`config.mk`:
```
export PLATFORM = sky130hd
export DESIGN_NAME = month_calendar_grid
export DESIGN_NICKNAME = d
export VERILOG_FILES = /design/src/rtl/core/mcg_pkg.sv /design/src/rtl/core/month_calendar_grid.sv /design/src/rtl/core/mcg_calc.sv /design/src/rtl/core/mcg_emit.sv
export SDC_FILE = /design/constraint.sdc
export NUM_CORES = 1
export LEC_CHECK = 0
export BUFFER_PORTS_ARGS = -buffer_cell sky130_fd_sc_hd__buf_2
export CAP_MARGIN = 5
export CORE_UTILIZATION = 65
export CTS_CLUSTER_DIAMETER = 200
export CTS_CLUSTER_SIZE = 8
export DETAILED_ROUTE_END_ITERATION = 16
export PLACE_DENSITY = 0.89
export SKIP_CTS_REPAIR_TIMING = 1
export SLEW_MARGIN = 20
export SYNTH_ARGS = -nofsm -noshare
export SYNTH_HDL_FRONTEND = slang
export SYNTH_HIERARCHICAL = 1
export SYNTH_SLANG_ARGS = --single-unit
```
`constraint.sdc`:
```
create_clock -name clk_i -period 22.4 [get_ports clk_i]
set_input_delay 0 -clock clk_i [delete_from_list [all_inputs] [get_ports clk_i]]
set_output_delay 0 -clock clk_i [all_outputs]
set_load 0.01 [all_outputs]
```
`src/rtl/core/mcg_pkg.sv`:
```
// ----------------------------------------------------------------------------
// mcg_pkg
// shared types, constants and calendar tables of the month calendar grid
// ----------------------------------------------------------------------------
package mcg_pkg;

  localparam int SheetEntries = 44;
  localparam int IdxW         = $clog2(SheetEntries);

  localparam int MonthW = 4;
  localparam int YearW  = 14;
  localparam int WsW    = 3;
  localparam int LeadW  = 3;
  localparam int LenW   = 5;
  localparam int EntryW = 14;

  localparam logic [MonthW-1:0] MonthMin      = MonthW'(1);
  localparam logic [MonthW-1:0] MonthMax      = MonthW'(12);
  localparam logic [MonthW-1:0] MonthFallback = MonthW'(1);
  localparam logic [YearW-1:0]  YearMin       = YearW'(1582);
  localparam logic [YearW-1:0]  YearMax       = YearW'(9999);
  localparam logic [YearW-1:0]  YearFallback  = YearW'(1970);

  // floor(x / 25) = (x * Recip25) >> Recip25Shift for x below 2^12
  localparam int unsigned Recip25      = 5243;
  localparam int          Recip25Shift = 17;
  // floor(x / 7) = (x * Recip7) >> Recip7Shift for x below 2^14
  localparam int unsigned Recip7       = 37450;
  localparam int          Recip7Shift  = 18;

  typedef enum logic {
    CFG_DEFAULT_MONTH = 1'b0,
    CFG_DEFAULT_YEAR  = 1'b1
  } cfg_reg_e;

  typedef enum logic {
    EMIT_IDLE,
    EMIT_RUN
  } emit_state_e;

  typedef struct packed {
    logic [MonthW-1:0] month;
    logic [YearW-1:0]  year;
    logic              full;
    logic [LeadW-1:0]  lead;
    logic [LenW-1:0]   len;
    logic [LenW-1:0]   prev_len;
  } job_t;

  function automatic logic [2:0] month_key(input logic [MonthW-1:0] m);
    logic [2:0] k;
    unique case (m)
      4'd1:    k = 3'd0;
      4'd2:    k = 3'd3;
      4'd3:    k = 3'd2;
      4'd4:    k = 3'd5;
      4'd5:    k = 3'd0;
      4'd6:    k = 3'd3;
      4'd7:    k = 3'd5;
      4'd8:    k = 3'd1;
      4'd9:    k = 3'd4;
      4'd10:   k = 3'd6;
      4'd11:   k = 3'd2;
      4'd12:   k = 3'd4;
      default: k = 3'd0;
    endcase
    return k;
  endfunction

  function automatic logic [LenW-1:0] month_days(input logic [MonthW-1:0] m,
                                                 input logic leap);
    logic [LenW-1:0] d;
    unique case (m)
      4'd2:                      d = leap ? 5'd29 : 5'd28;
      4'd4, 4'd6, 4'd9, 4'd11:   d = 5'd30;
      default:                   d = 5'd31;
    endcase
    return d;
  endfunction

endpackage

```
`src/rtl/core/month_calendar_grid.sv`:
```
// ----------------------------------------------------------------------------
// month_calendar_grid
// perpetual gregorian calendar: one request in, one month sheet out
// ----------------------------------------------------------------------------
// A request transfer on the s_axis channel names month, year, week start
// (tdata) and the full-grid flag (tuser). The m_axis channel then returns a
// sheet of 44 entries, one transfer each: month, year, then 42 grid cells in
// row order; tlast marks the final entry.
// A request passes through the six-stage calculation pipeline and the
// sequencer load before its first entry is shown; the sheet then leaves at
// one entry per cycle while m_axis_tready stays high, and the next request
// is loaded only as the last entry of a sheet enters the output register.
// Requests queue in the pipeline while a sheet is in progress and follow without a gap.
// The cfg channel writes default month (index 0) and default year (index 1)
// and is always ready; write it only while the block is idle.
// Reset empties the pipeline and sequencer and loads month 1, year 1970.
// When m_axis_tready is low the shown entry holds; once a job waits in the
// last pipeline stage the whole pipeline stops and s_axis_tready drops;
// nothing is lost or repeated.
// ----------------------------------------------------------------------------
module month_calendar_grid import mcg_pkg::*; (
  input  logic        clk_i,
  input  logic        rst_ni,
  input  logic        s_axis_tvalid,
  output logic        s_axis_tready,
  input  logic [23:0] s_axis_tdata,   // month[3:0], year[17:4], week_start[20:18]
  input  logic        s_axis_tuser,   // full_grid
  output logic        m_axis_tvalid,
  input  logic        m_axis_tready,
  output logic [15:0] m_axis_tdata,   // entry_value[13:0]
  output logic        m_axis_tlast,
  input  logic        cfg_valid_i,
  output logic        cfg_ready_o,
  input  logic        cfg_index_i,
  input  logic [13:0] cfg_data_i
);

  logic [MonthW-1:0] dflt_month_q;
  logic [YearW-1:0]  dflt_year_q;
  logic              job_valid, job_ready;
  job_t              job;
  logic [EntryW-1:0] entry_value;

  assign cfg_ready_o = 1'b1;

  always_ff @(posedge clk_i or negedge rst_ni) begin
    if (!rst_ni) begin
      dflt_month_q <= MonthW'(1);
      dflt_year_q  <= YearFallback;
    end else if (cfg_valid_i && cfg_ready_o) begin
      unique case (cfg_reg_e'(cfg_index_i))
        CFG_DEFAULT_MONTH: dflt_month_q <= cfg_data_i[MonthW-1:0];
        CFG_DEFAULT_YEAR:  dflt_year_q  <= cfg_data_i[YearW-1:0];
        default:           dflt_month_q <= dflt_month_q;
      endcase
    end
  end

  mcg_calc u_calc (
    .clk_i        (clk_i),
    .rst_ni       (rst_ni),
    .in_valid_i   (s_axis_tvalid),
    .in_ready_o   (s_axis_tready),
    .month_i      (s_axis_tdata[3:0]),
    .year_i       (s_axis_tdata[17:4]),
    .full_i       (s_axis_tuser),
    .week_start_i (s_axis_tdata[20:18]),
    .dflt_month_i (dflt_month_q),
    .dflt_year_i  (dflt_year_q),
    .job_valid_o  (job_valid),
    .job_ready_i  (job_ready),
    .job_o        (job)
  );

  mcg_emit u_emit (
    .clk_i       (clk_i),
    .rst_ni      (rst_ni),
    .job_valid_i (job_valid),
    .job_ready_o (job_ready),
    .job_i       (job),
    .out_valid_o (m_axis_tvalid),
    .out_ready_i (m_axis_tready),
    .out_value_o (entry_value),
    .out_last_o  (m_axis_tlast)
  );

  assign m_axis_tdata = {2'b00, entry_value};

endmodule

```
`src/rtl/core/mcg_calc.sv`:
```
// ----------------------------------------------------------------------------
// mcg_calc
// six-stage pipeline: range repair, leap rule, weekday of day one, week shift
// ----------------------------------------------------------------------------
module mcg_calc import mcg_pkg::*; (
  input  logic              clk_i,
  input  logic              rst_ni,
  input  logic              in_valid_i,
  output logic              in_ready_o,
  input  logic [MonthW-1:0] month_i,
  input  logic [YearW-1:0]  year_i,
  input  logic              full_i,
  input  logic [WsW-1:0]    week_start_i,
  input  logic [MonthW-1:0] dflt_month_i,
  input  logic [YearW-1:0]  dflt_year_i,
  output logic              job_valid_o,
  input  logic              job_ready_i,
  output job_t              job_o
);

  localparam int PW = 25;
  localparam int QW = 7;
  localparam int SW = 14;
  localparam int MW = 30;
  localparam int Q7W = 11;

  logic [5:0] v_q, v_d;
  logic       en;

  // stage 1
  logic [MonthW-1:0] m1_q, m1_d;
  logic [YearW-1:0]  y1_q, y1_d;
  logic              full1_q;
  logic [WsW-1:0]    ws1_q;
  // stage 2
  logic [MonthW-1:0] m2_q;
  logic [YearW-1:0]  y2_q, yy2_q, yy;
  logic              full2_q;
  logic [WsW-1:0]    ws2_q;
  logic [PW-1:0]     p100_q, p100_d, p400_q, p400_d, py4_q, py4_d, py16_q, py16_d;
  // stage 3
  logic [MonthW-1:0] m3_q;
  logic [YearW-1:0]  y3_q, yy3_q;
  logic              full3_q, leap3_q, leap3_d;
  logic [WsW-1:0]    ws3_q;
  logic [QW-1:0]     q100_3_q, q400_3_q, qy4, qy16;
  logic [11:0]       y4c;
  logic [9:0]        y16c;
  // stage 4
  logic [MonthW-1:0] m4_q;
  logic [YearW-1:0]  y4_q;
  logic              full4_q;
  logic [WsW-1:0]    ws4_q;
  logic [SW-1:0]     sum4_q, sum4_d;
  logic [LenW-1:0]   len4_q, len4_d, prev4_q, prev4_d;
  // stage 5
  logic [MonthW-1:0] m5_q;
  logic [YearW-1:0]  y5_q;
  logic              full5_q;
  logic [WsW-1:0]    ws5_q;
  logic [SW-1:0]     sum5_q;
  logic [MW-1:0]     prod5_q, prod5_d;
  logic [LenW-1:0]   len5_q, prev5_q;
  // stage 6
  job_t              job_q, job_d;
  logic [Q7W-1:0]    q7;
  logic [2:0]        wd;
  logic [3:0]        shifted;

  assign en          = !v_q[5] || job_ready_i;
  assign in_ready_o  = en;
  assign job_valid_o = v_q[5];
  assign job_o       = job_q;
  assign v_d         = {v_q[4:0], in_valid_i};

  // stage 1: range repair
  always_comb begin
    if (month_i >= MonthMin && month_i <= MonthMax) begin
      m1_d = month_i;
    end else if (dflt_month_i >= MonthMin && dflt_month_i <= MonthMax) begin
      m1_d = dflt_month_i;
    end else begin
      m1_d = MonthFallback;
    end
    if (year_i >= YearMin && year_i <= YearMax) begin
      y1_d = year_i;
    end else if (dflt_year_i >= YearMin && dflt_year_i <= YearMax) begin
      y1_d = dflt_year_i;
    end else begin
      y1_d = YearFallback;
    end
  end

  // stage 2: reciprocal products for the divisions by 100 and 400
  always_comb begin
    yy      = (m1_q < MonthW'(3)) ? y1_q - YearW'(1) : y1_q;
    p100_d  = PW'(yy[YearW-1:2]) * PW'(Recip25);
    p400_d  = PW'(yy[YearW-1:4]) * PW'(Recip25);
    py4_d   = PW'(y1_q[YearW-1:2]) * PW'(Recip25);
    py16_d  = PW'(y1_q[YearW-1:4]) * PW'(Recip25);
  end

  // stage 3: quotients and leap rule
  always_comb begin
    qy4     = py4_q[Recip25Shift +: QW];
    qy16    = py16_q[Recip25Shift +: QW];
    y4c     = 12'(qy4) * 12'd25;
    y16c    = 10'(qy16) * 10'd25;
    leap3_d = (y2_q[1:0] == 2'b00) &&
              ((y2_q[YearW-1:2] != y4c) ||
               ((y2_q[3:0] == 4'b0000) && (y2_q[YearW-1:4] == y16c)));
  end

  // stage 4: weekday sum and month lengths
  always_comb begin
    sum4_d  = yy3_q + SW'(yy3_q[YearW-1:2]) - SW'(q100_3_q) + SW'(q400_3_q)
              + SW'(month_key(m3_q)) + SW'(1);
    len4_d  = month_days(m3_q, leap3_q);
    prev4_d = (m3_q == MonthMin) ? LenW'(31) : month_days(m3_q - MonthW'(1), leap3_q);
  end

  // stage 5: reciprocal product for the modulo 7
  assign prod5_d = MW'(sum4_q) * MW'(Recip7);

  // stage 6: weekday and week-start shift
  always_comb begin
    q7      = prod5_q[Recip7Shift +: Q7W];
    wd      = 3'(sum5_q - SW'(q7) * SW'(7));
    shifted = {1'b0, wd} + 4'd7 - {1'b0, ws5_q};
    job_d.month    = m5_q;
    job_d.year     = y5_q;
    job_d.full     = full5_q;
    job_d.len      = len5_q;
    job_d.prev_len = prev5_q;
    if (ws5_q >= WsW'(1) && ws5_q <= WsW'(6)) begin
      job_d.lead = (shifted >= 4'd7) ? 3'(shifted - 4'd7) : shifted[2:0];
    end else begin
      job_d.lead = wd;
    end
  end

  always_ff @(posedge clk_i or negedge rst_ni) begin
    if (!rst_ni) begin
      v_q <= '0;
    end else if (en) begin
      v_q <= v_d;
    end
  end

  always_ff @(posedge clk_i) begin
    if (en) begin
      m1_q     <= m1_d;
      y1_q     <= y1_d;
      full1_q  <= full_i;
      ws1_q    <= week_start_i;

      m2_q     <= m1_q;
      y2_q     <= y1_q;
      yy2_q    <= yy;
      full2_q  <= full1_q;
      ws2_q    <= ws1_q;
      p100_q   <= p100_d;
      p400_q   <= p400_d;
      py4_q    <= py4_d;
      py16_q   <= py16_d;

      m3_q     <= m2_q;
      y3_q     <= y2_q;
      yy3_q    <= yy2_q;
      full3_q  <= full2_q;
      ws3_q    <= ws2_q;
      q100_3_q <= p100_q[Recip25Shift +: QW];
      q400_3_q <= p400_q[Recip25Shift +: QW];
      leap3_q  <= leap3_d;

      m4_q     <= m3_q;
      y4_q     <= y3_q;
      full4_q  <= full3_q;
      ws4_q    <= ws3_q;
      sum4_q   <= sum4_d;
      len4_q   <= len4_d;
      prev4_q  <= prev4_d;

      m5_q     <= m4_q;
      y5_q     <= y4_q;
      full5_q  <= full4_q;
      ws5_q    <= ws4_q;
      sum5_q   <= sum4_q;
      prod5_q  <= prod5_d;
      len5_q   <= len4_q;
      prev5_q  <= prev4_q;

      job_q    <= job_d;
    end
  end

`ifndef SYNTHESIS
  a_lead_range: assert property (@(posedge clk_i) disable iff (!rst_ni)
    v_q[5] |-> job_q.lead <= LeadW'(6))
    else $error("leading offset out of range");
  a_len_range: assert property (@(posedge clk_i) disable iff (!rst_ni)
    v_q[5] |-> (job_q.len >= LenW'(28) && job_q.len <= LenW'(31)))
    else $error("month length out of range");
  a_stall_hold: assert property (@(posedge clk_i) disable iff (!rst_ni)
    v_q[5] && !job_ready_i |=> v_q[5] && $stable(job_q))
    else $error("stalled job changed");
`endif

endmodule

```
`src/rtl/core/mcg_emit.sv`:
```
// ----------------------------------------------------------------------------
// mcg_emit
// sheet sequencer: walks the entries of one job into a registered output
// ----------------------------------------------------------------------------
module mcg_emit import mcg_pkg::*; (
  input  logic              clk_i,
  input  logic              rst_ni,
  input  logic              job_valid_i,
  output logic              job_ready_o,
  input  job_t              job_i,
  output logic              out_valid_o,
  input  logic              out_ready_i,
  output logic [EntryW-1:0] out_value_o,
  output logic              out_last_o
);

  localparam int CW = IdxW + 1;
  localparam logic [IdxW-1:0] LastIdx = IdxW'(SheetEntries - 1);

  emit_state_e       state_q, state_d;
  job_t              job_q;
  logic [IdxW-1:0]   idx_q, idx_d;
  logic              out_valid_q, out_valid_d, out_last_q;
  logic [EntryW-1:0] out_value_q, entry;
  logic              out_free, adv, at_last, load;
  logic [CW-1:0]     slot, lead_x, len_x, day, lead_day;

  assign out_free = !out_valid_q || out_ready_i;
  assign at_last  = idx_q == LastIdx;

  // next state
  always_comb begin
    state_d = state_q;
    unique case (state_q)
      EMIT_IDLE: if (job_valid_i) state_d = EMIT_RUN;
      EMIT_RUN:  if (out_free && at_last && !job_valid_i) state_d = EMIT_IDLE;
      default:   state_d = EMIT_IDLE;
    endcase
  end

  // outputs of the sequencer
  always_comb begin
    adv         = 1'b0;
    job_ready_o = 1'b0;
    unique case (state_q)
      EMIT_IDLE: job_ready_o = 1'b1;
      EMIT_RUN: begin
        adv         = out_free;
        job_ready_o = out_free && at_last;
      end
      default: job_ready_o = 1'b0;
    endcase
  end

  assign load = job_valid_i && job_ready_o;

  always_comb begin
    if (load) begin
      idx_d = '0;
    end else if (adv) begin
      idx_d = idx_q + IdxW'(1);
    end else begin
      idx_d = idx_q;
    end
  end

  // entry value
  always_comb begin
    slot     = CW'(idx_q) - CW'(2);
    lead_x   = CW'(job_q.lead);
    len_x    = CW'(job_q.len);
    day      = slot - lead_x + CW'(1);
    lead_day = CW'(job_q.prev_len) - lead_x + CW'(1) + slot;
    if (idx_q == IdxW'(0)) begin
      entry = EntryW'(job_q.month);
    end else if (idx_q == IdxW'(1)) begin
      entry = job_q.year;
    end else if (slot < lead_x) begin
      entry = job_q.full ? EntryW'(lead_day) : '0;
    end else if (day <= len_x) begin
      entry = EntryW'(day);
    end else begin
      entry = job_q.full ? EntryW'(day - len_x) : '0;
    end
  end

  assign out_valid_d = adv || (out_valid_q && !out_ready_i);

  always_ff @(posedge clk_i or negedge rst_ni) begin
    if (!rst_ni) begin
      state_q     <= EMIT_IDLE;
      idx_q       <= '0;
      out_valid_q <= 1'b0;
    end else begin
      state_q     <= state_d;
      idx_q       <= idx_d;
      out_valid_q <= out_valid_d;
    end
  end

  always_ff @(posedge clk_i) begin
    if (load) begin
      job_q <= job_i;
    end
    if (adv) begin
      out_value_q <= entry;
      out_last_q  <= at_last;
    end
  end

  assign out_valid_o = out_valid_q;
  assign out_value_o = out_value_q;
  assign out_last_o  = out_last_q;

`ifndef SYNTHESIS
  a_load_when_free: assert property (@(posedge clk_i) disable iff (!rst_ni)
    load |-> (state_q == EMIT_IDLE) || (adv && at_last))
    else $error("job loaded while a sheet is in progress");
  a_first_is_month: assert property (@(posedge clk_i) disable iff (!rst_ni)
    adv && idx_q == IdxW'(0) |=> out_value_q == EntryW'(job_q.month))
    else $error("first entry is not the month");
  a_last_marked: assert property (@(posedge clk_i) disable iff (!rst_ni)
    adv |=> out_last_q == $past(at_last))
    else $error("last entry flag misplaced");
`endif

endmodule

```
Word-level counts from Yosys, hierarchy flattened

Memories as Yosys holds them, arrays and structs flattened. A register that Yosys moved wholly into a read port is not among the register bits.
Index checks and enable logic that the tools add are counted.

Flip-flop bits (word level): 422
Bits in read-only memories: 48
Output and inout bits: 20
Logic and storage cells: 166
Memories: 1

Memories:

| name            | depth | bits a word | rd ports | clocked after memory_dff | write ports | RTL line      | text |
|---|---|---|---|---|---|---|---|
| (no name shown) | 16    | 3           | 1        | 1                        | 0           | mcg_pkg.sv:52 | `unique case (m)` |

$add $sub $neg: 19
Multipliers: 8
Magnitude comparators: 14
Equal/unequal tests: 15
Mux-type cells: 24
Bitwise operators: 2
Reductions and logical operators: 26

Operators with widths:

| operator                 | count |
|---|---|
| $mux W14                 | 7 |
| $mul A12 B13 Y24 const B | 2 |
| $mul A10 B13 Y23 const B | 2 |
| $ge A14 B11 Y1 const B   | 2 |
| $le A14 B14 Y1 const B   | 2 |
| $mul A14 B15 Y28 const B | 1 |
| $pmux W5 S2              | 2 |
| $eq A4 B3 Y1 const B     | 4 |
| $eq A4 B4 Y1 const B     | 4 |
| $mux W4                  | 4 |
| $add A14 B1 Y14 const B  | 1 |
| $add A14 B12 Y14         | 1 |
| $add A14 B3 Y14          | 1 |
| $add A14 B6 Y14          | 1 |
| $add A7 B1 Y7 const B    | 2 |
| $sub A14 B1 Y14 const B  | 1 |
| $sub A14 B7 Y14          | 1 |
| $mul A7 B5 Y12 const B   | 1 |
| $mux W6                  | 2 |
| $ne A12 B12 Y1           | 1 |
| $logic_and A1 B1 Y1      | 11 |
| $mul A11 B3 Y3 const B   | 1 |
| $eq A10 B10 Y1           | 1 |
| $mul A6 B5 Y10 const B   | 1 |
| other kinds (36)         | 52 |

Logic depth before layout (Yosys ltp)

Depth after elaboration: 9
Mapped depth: 28

Modules after synthesis

The synthesis kept the hierarchy.

By module, submodules not included:

| module              | times used | cells an instance | area each (um^2) | sequential area each (um^2) |
|---|---|---|---|---|
| mcg_calc            | 1          | 1698              | 19986.7          | 7176.9 |
| mcg_emit            | 1          | 334               | 3544.6           | 1611.5 |
| month_calendar_grid | 1          | 44                | 714.4            | 460.4 |

Worst setup path after synthesis

No wires, ideal clock.

Kind: register to register
Start: register u_emit.idx_q[1]
End: register (tool-made name)
Library setup time: 0.157 ns
Data arrival time: 9.809 ns
Required time: 22.243 ns
Setup slack: 12.434 ns
Stages on the path, launching flop included: 11
Period minus slack after synthesis: 9.966 ns
Path through: dfrtp_1 ha_1 nand4b_1 nor2_1 a21bo_2 nand2b_1 clkbuf_1 mux2i_1 ha_1 a211oi_1 a211oi_1

RTL lines:

| what                   | RTL line       | text |
|---|---|---|
| start, declared        | mcg_emit.sv:22 | `logic [IdxW-1:0] idx_q, idx_d;` |
| start signal, assigned | mcg_emit.sv:96 | `idx_q <= idx_d;` |

Worst setup path after layout

Start: register u_calc.y1_q[2]
End: register u_calc.p100_q[22], data pin

Cells in the longest elaborated chain, start to end: 3

RTL lines:

| what                   | RTL line        | text |
|---|---|---|
| start, declared        | mcg_calc.sv:32  | `logic [YearW-1:0] y1_q, y1_d;` |
| start signal, assigned | mcg_calc.sv:153 | `y1_q <= y1_d;` |
| $sub A14 B1 Y14        | mcg_calc.sv:96  | `yy = (m1_q < MonthW'(3)) ? y1_q - YearW'(1) : y1_q;` |
| $mux W14               | mcg_calc.sv:96  |  |
| net u_calc.yy[12]      | mcg_calc.sv:37  | `logic [YearW-1:0] y2_q, yy2_q, yy;` |
| $mul A12 B13 Y24       | mcg_calc.sv:97  | `p100_d = PW'(yy[YearW-1:2]) * PW'(Recip25);` |
| net u_calc.p100_d[22]  | mcg_calc.sv:40  | `logic [PW-1:0] p100_q, p100_d, p400_q, p400_d, py4_q, py4_d, py16_q, py16_d;` |
| end signal, assigned   | mcg_calc.sv:162 | `p100_q <= p100_d;` |
| end, declared          | mcg_calc.sv:40  |  |

The timed path passes the listed nets, and every way through them passes these cells.
A chain may end at the register's enable or synchronous reset.

==> results.yml <==
status:
  status: "finished clean"
critical_path:
  cp-end-kind: "flop"
  crit_buf_inv: 7
  slowest_delay_ns: 0.69
  cpMostUsedCell: "inv_1"
  worst-setup-path-type: "flop to flop"
  r2r_slack_ns: 14.55
  regToRegEndpoint: "u_calc/p100_q[22]$_DFFE_PN_"
  cp-start-kind: "flop"
  crit_family: "adder cells"
  r2r_start: "u_calc/y1_q[2]$_DFFE_PN_"
  reg2reg_depth: 28
  cp.required_ns: 22.68
  cp_max_fo: 10
  cp_slowest_cell: "edfxtp_1"
  critPathArrivalTime_ns: 8.13
clock_tree:
  numCtsBuffers: 45
  htree_levels: 2
  cts_tree: "yes"
  cts_buffer_depth: 3
  clock_tree.root_cell: "clkbuf_16"
  clock_latency_ns: 0.58
  clock_sinks: 314
  clkSlewWorstSetupHoldPaths_ns: 0.05
floorplan:
  die_h_um: 195
  die_x_um: 195
  core-area_um2: 36700
  initial_utilization_pct: 66.1
  rows: 70
  ioPinCount: 65
  fp.dieArea_um2: 38100
detailed_routing:
  viasPerCell: 5.92
  routed_wl_um: 52500
  drc: 0
  dr.pass1.iters: 5
  ant_nets: 0
  post_drt_wl_per_cell_um: 19.4
  via_count: 16000
  drt_iter0_drc: 978
final_layout:
  fin_cells: 2708
  final_common_cell: "inv_1"
  final_cell_mix: "inv_1 (408), ha_1 (392), edfxtp_1 (279), fa_1 (161), xnor2_1 (89)"
  nNetsFinal: 2801
  drive_above_1_share_pct: 7.95
  area_growth_pct: 10.5
power_and_ir_drop:
  irDropWorstVdd_uv: 111
  p_clk_share_pct: 26.8
  switchingPower_w: 0.000849
  leakage_nw: 12.3
  combPwrFrac_pct: 42.0
  pwr-share-seq_pct: 31.2
  p_int_w: 0.00150
  cellPowerDensity_nw_per_um2: 87.6
  switching_share_pct: 36.2
sta:
  rsz0062_at_grt: "false"
  clock.fmax_ghz: 0.127
  hold_viol: 0
  clock_skew_ns: 0.0394
  tns_ns: 0
  slew_violations: 0
  finalSetupViolations: 0
  slew_headroom_pct: 28.7
  worst_pin_slew_ns: 1.06
  fin_crit_sh_pct: 35.1
  min_period_ns: 7.85
global_route:
  grt_max_degree: 174
  grt_pass1_wl_um: 83800
  overflow: 0
  antenna_found_initial: 2
  grt_usage_pct: 28.1
  grt_pass1_vias: 17100
place:
  dpl.hpwl_um: 38700
  gp_congestion: 0.942
  io_buffers: 58
  dp.cells: 2582
synthesis:
  synth-edff-count: 279
  syn_inst: 2076
  netlist_area_um2: 24200
  synth_cell_types: 89
  syn_avg_cell_area_um2: 11.7
  yosys_register_bits: 314
  synth-async-reset-ratio_pct: 10.2
  ys.flop_type: "edfxtp_1"
  ys_warn_count: 6
  yosysSeqAreaShare_pct: 38.1
hold_path:
  hp-class: "input pin to asynchronous set/reset pin"
job:
  drv_cap: 0
## power groups by stage
stage	clock network, W	logic (W)	registers, W
global route	0.000661	0.00109	0.000736
CTS	0.000639	0.000965	0.000732
floorplan	0	0.000737	0.000735
global placement	0	0.000900	0.000739
detailed placement	0	0.000948	0.000743
finish	0.000628	0.000985	0.000733
## per-layer routing
metal / track usage, % / share of wire (%)
met5: 0 / 0.025
met4: 15.2 / 4.9
met3: 4.37 / 4.9
met2: 50.0 / 52
met1: 32.5 / 39
## per-stage QoR
step	cell area (µm²)	power [W]	hold slack, ns	setup WS (ns)	utilization [%]
floorplan	24300	0.00147	-0.296	12.43	-
global placement	25100	0.00164	0.138	14.88	68.3
detailed placement	25100	0.00169	0.165	14.74	68.3
CTS	26400	0.00234	-0.433	14.67	71.8
global route	26800	0.00249	0.159	14.10	73.0
finish	26800	0.00235	0.105	14.55	73.0
## how the worst max path moves through the flow
stage	from	to	slack, ns	cells after the start
6_report	u_calc/y1_q[2]$_DFFE_PN_	u_calc/p100_q[22]$_DFFE_PN_	14.55	28
5_1_grt	u_calc/y1_q[2]$_DFFE_PN_	u_calc/p100_q[21]$_DFFE_PN_	14.10	28
4_1_cts	u_calc/y1_q[2]$_DFFE_PN_	u_calc/p100_q[22]$_DFFE_PN_	14.67	28
3_5_place_dp	u_calc/y1_q[2]$_DFFE_PN_	u_calc/p100_q[21]$_DFFE_PN_	14.74	28
3_3_place_gp	u_calc/y1_q[2]$_DFFE_PN_	u_calc/p100_q[21]$_DFFE_PN_	14.88	28
2_1_floorplan	u_emit/idx_q[1]$_DFFE_PN0P_	flop	12.43	10
## kinds of logic (layout without fill, tap and decap cells)
family	after synthesis	in the layout	synth area share [%]
AOI/OAI and AO/OA	298	298	8.40
xor gates and xnor gates	128	128	4.75
adders and majority gates	554	554	33.6
buffers and inverters	443	600	7.04
DFF	314	314	38.1
muxes	36	36	1.63
other	3	10	0.0464
and+or+nand+nor	300	300	6.43
## registers in the layout (all words and copies together) (netlist names), 14 cells and up, named ones only
register and cells:
u_calc/y3_q 14, u_emit/job_q 32, u_calc/y5_q 14, u_calc/y2_q 14, u_calc/y1_q 14, u_calc/y4_q 14
u_calc/yy3_q 14, dflt_year_q 14, u_calc/job_o 26, u_calc/sum4_q 14, u_calc/yy2_q 14, u_emit/out_value_o 14
## synthesized netlist by cell type (23+ instances only)
| master | number | share of area (%) |
|---|---|---|
| inv_1 | 408 | 6.3 |
| ha_1 | 392 | 20 |
| edfxtp_1 | 279 | 35 |
| fa_1 | 161 | 13 |
| xnor2_1 | 89 | 3.2 |
| a21oi_1 | 74 | 1.5 |
| nand2_1 | 71 | 1.1 |
| nor2_1 | 57 | 0.88 |
| o21ai_0 | 56 | 1.2 |
| xor2_1 | 36 | 1.3 |
| a21o_1 | 34 | 1.1 |
| nand3_1 | 28 | 0.58 |
| dfrtp_1 | 24 | 2.5 |
| nor3_1 | 24 | 0.50 |
| mux2_2 | 23 | 1.1 |
## area by class of cell
cell class	instances	area, µm²
sequential	314	9250
timing repair buffer	108	783
clock inverter	3	55.1
multi-input combinational	1325	13300
clock buffer	80	1260
inverter	409	1540
fill	2286	9910
antenna	1	2.50
tap	468	586
Note: power is estimated with default switching activity, not from simulation.
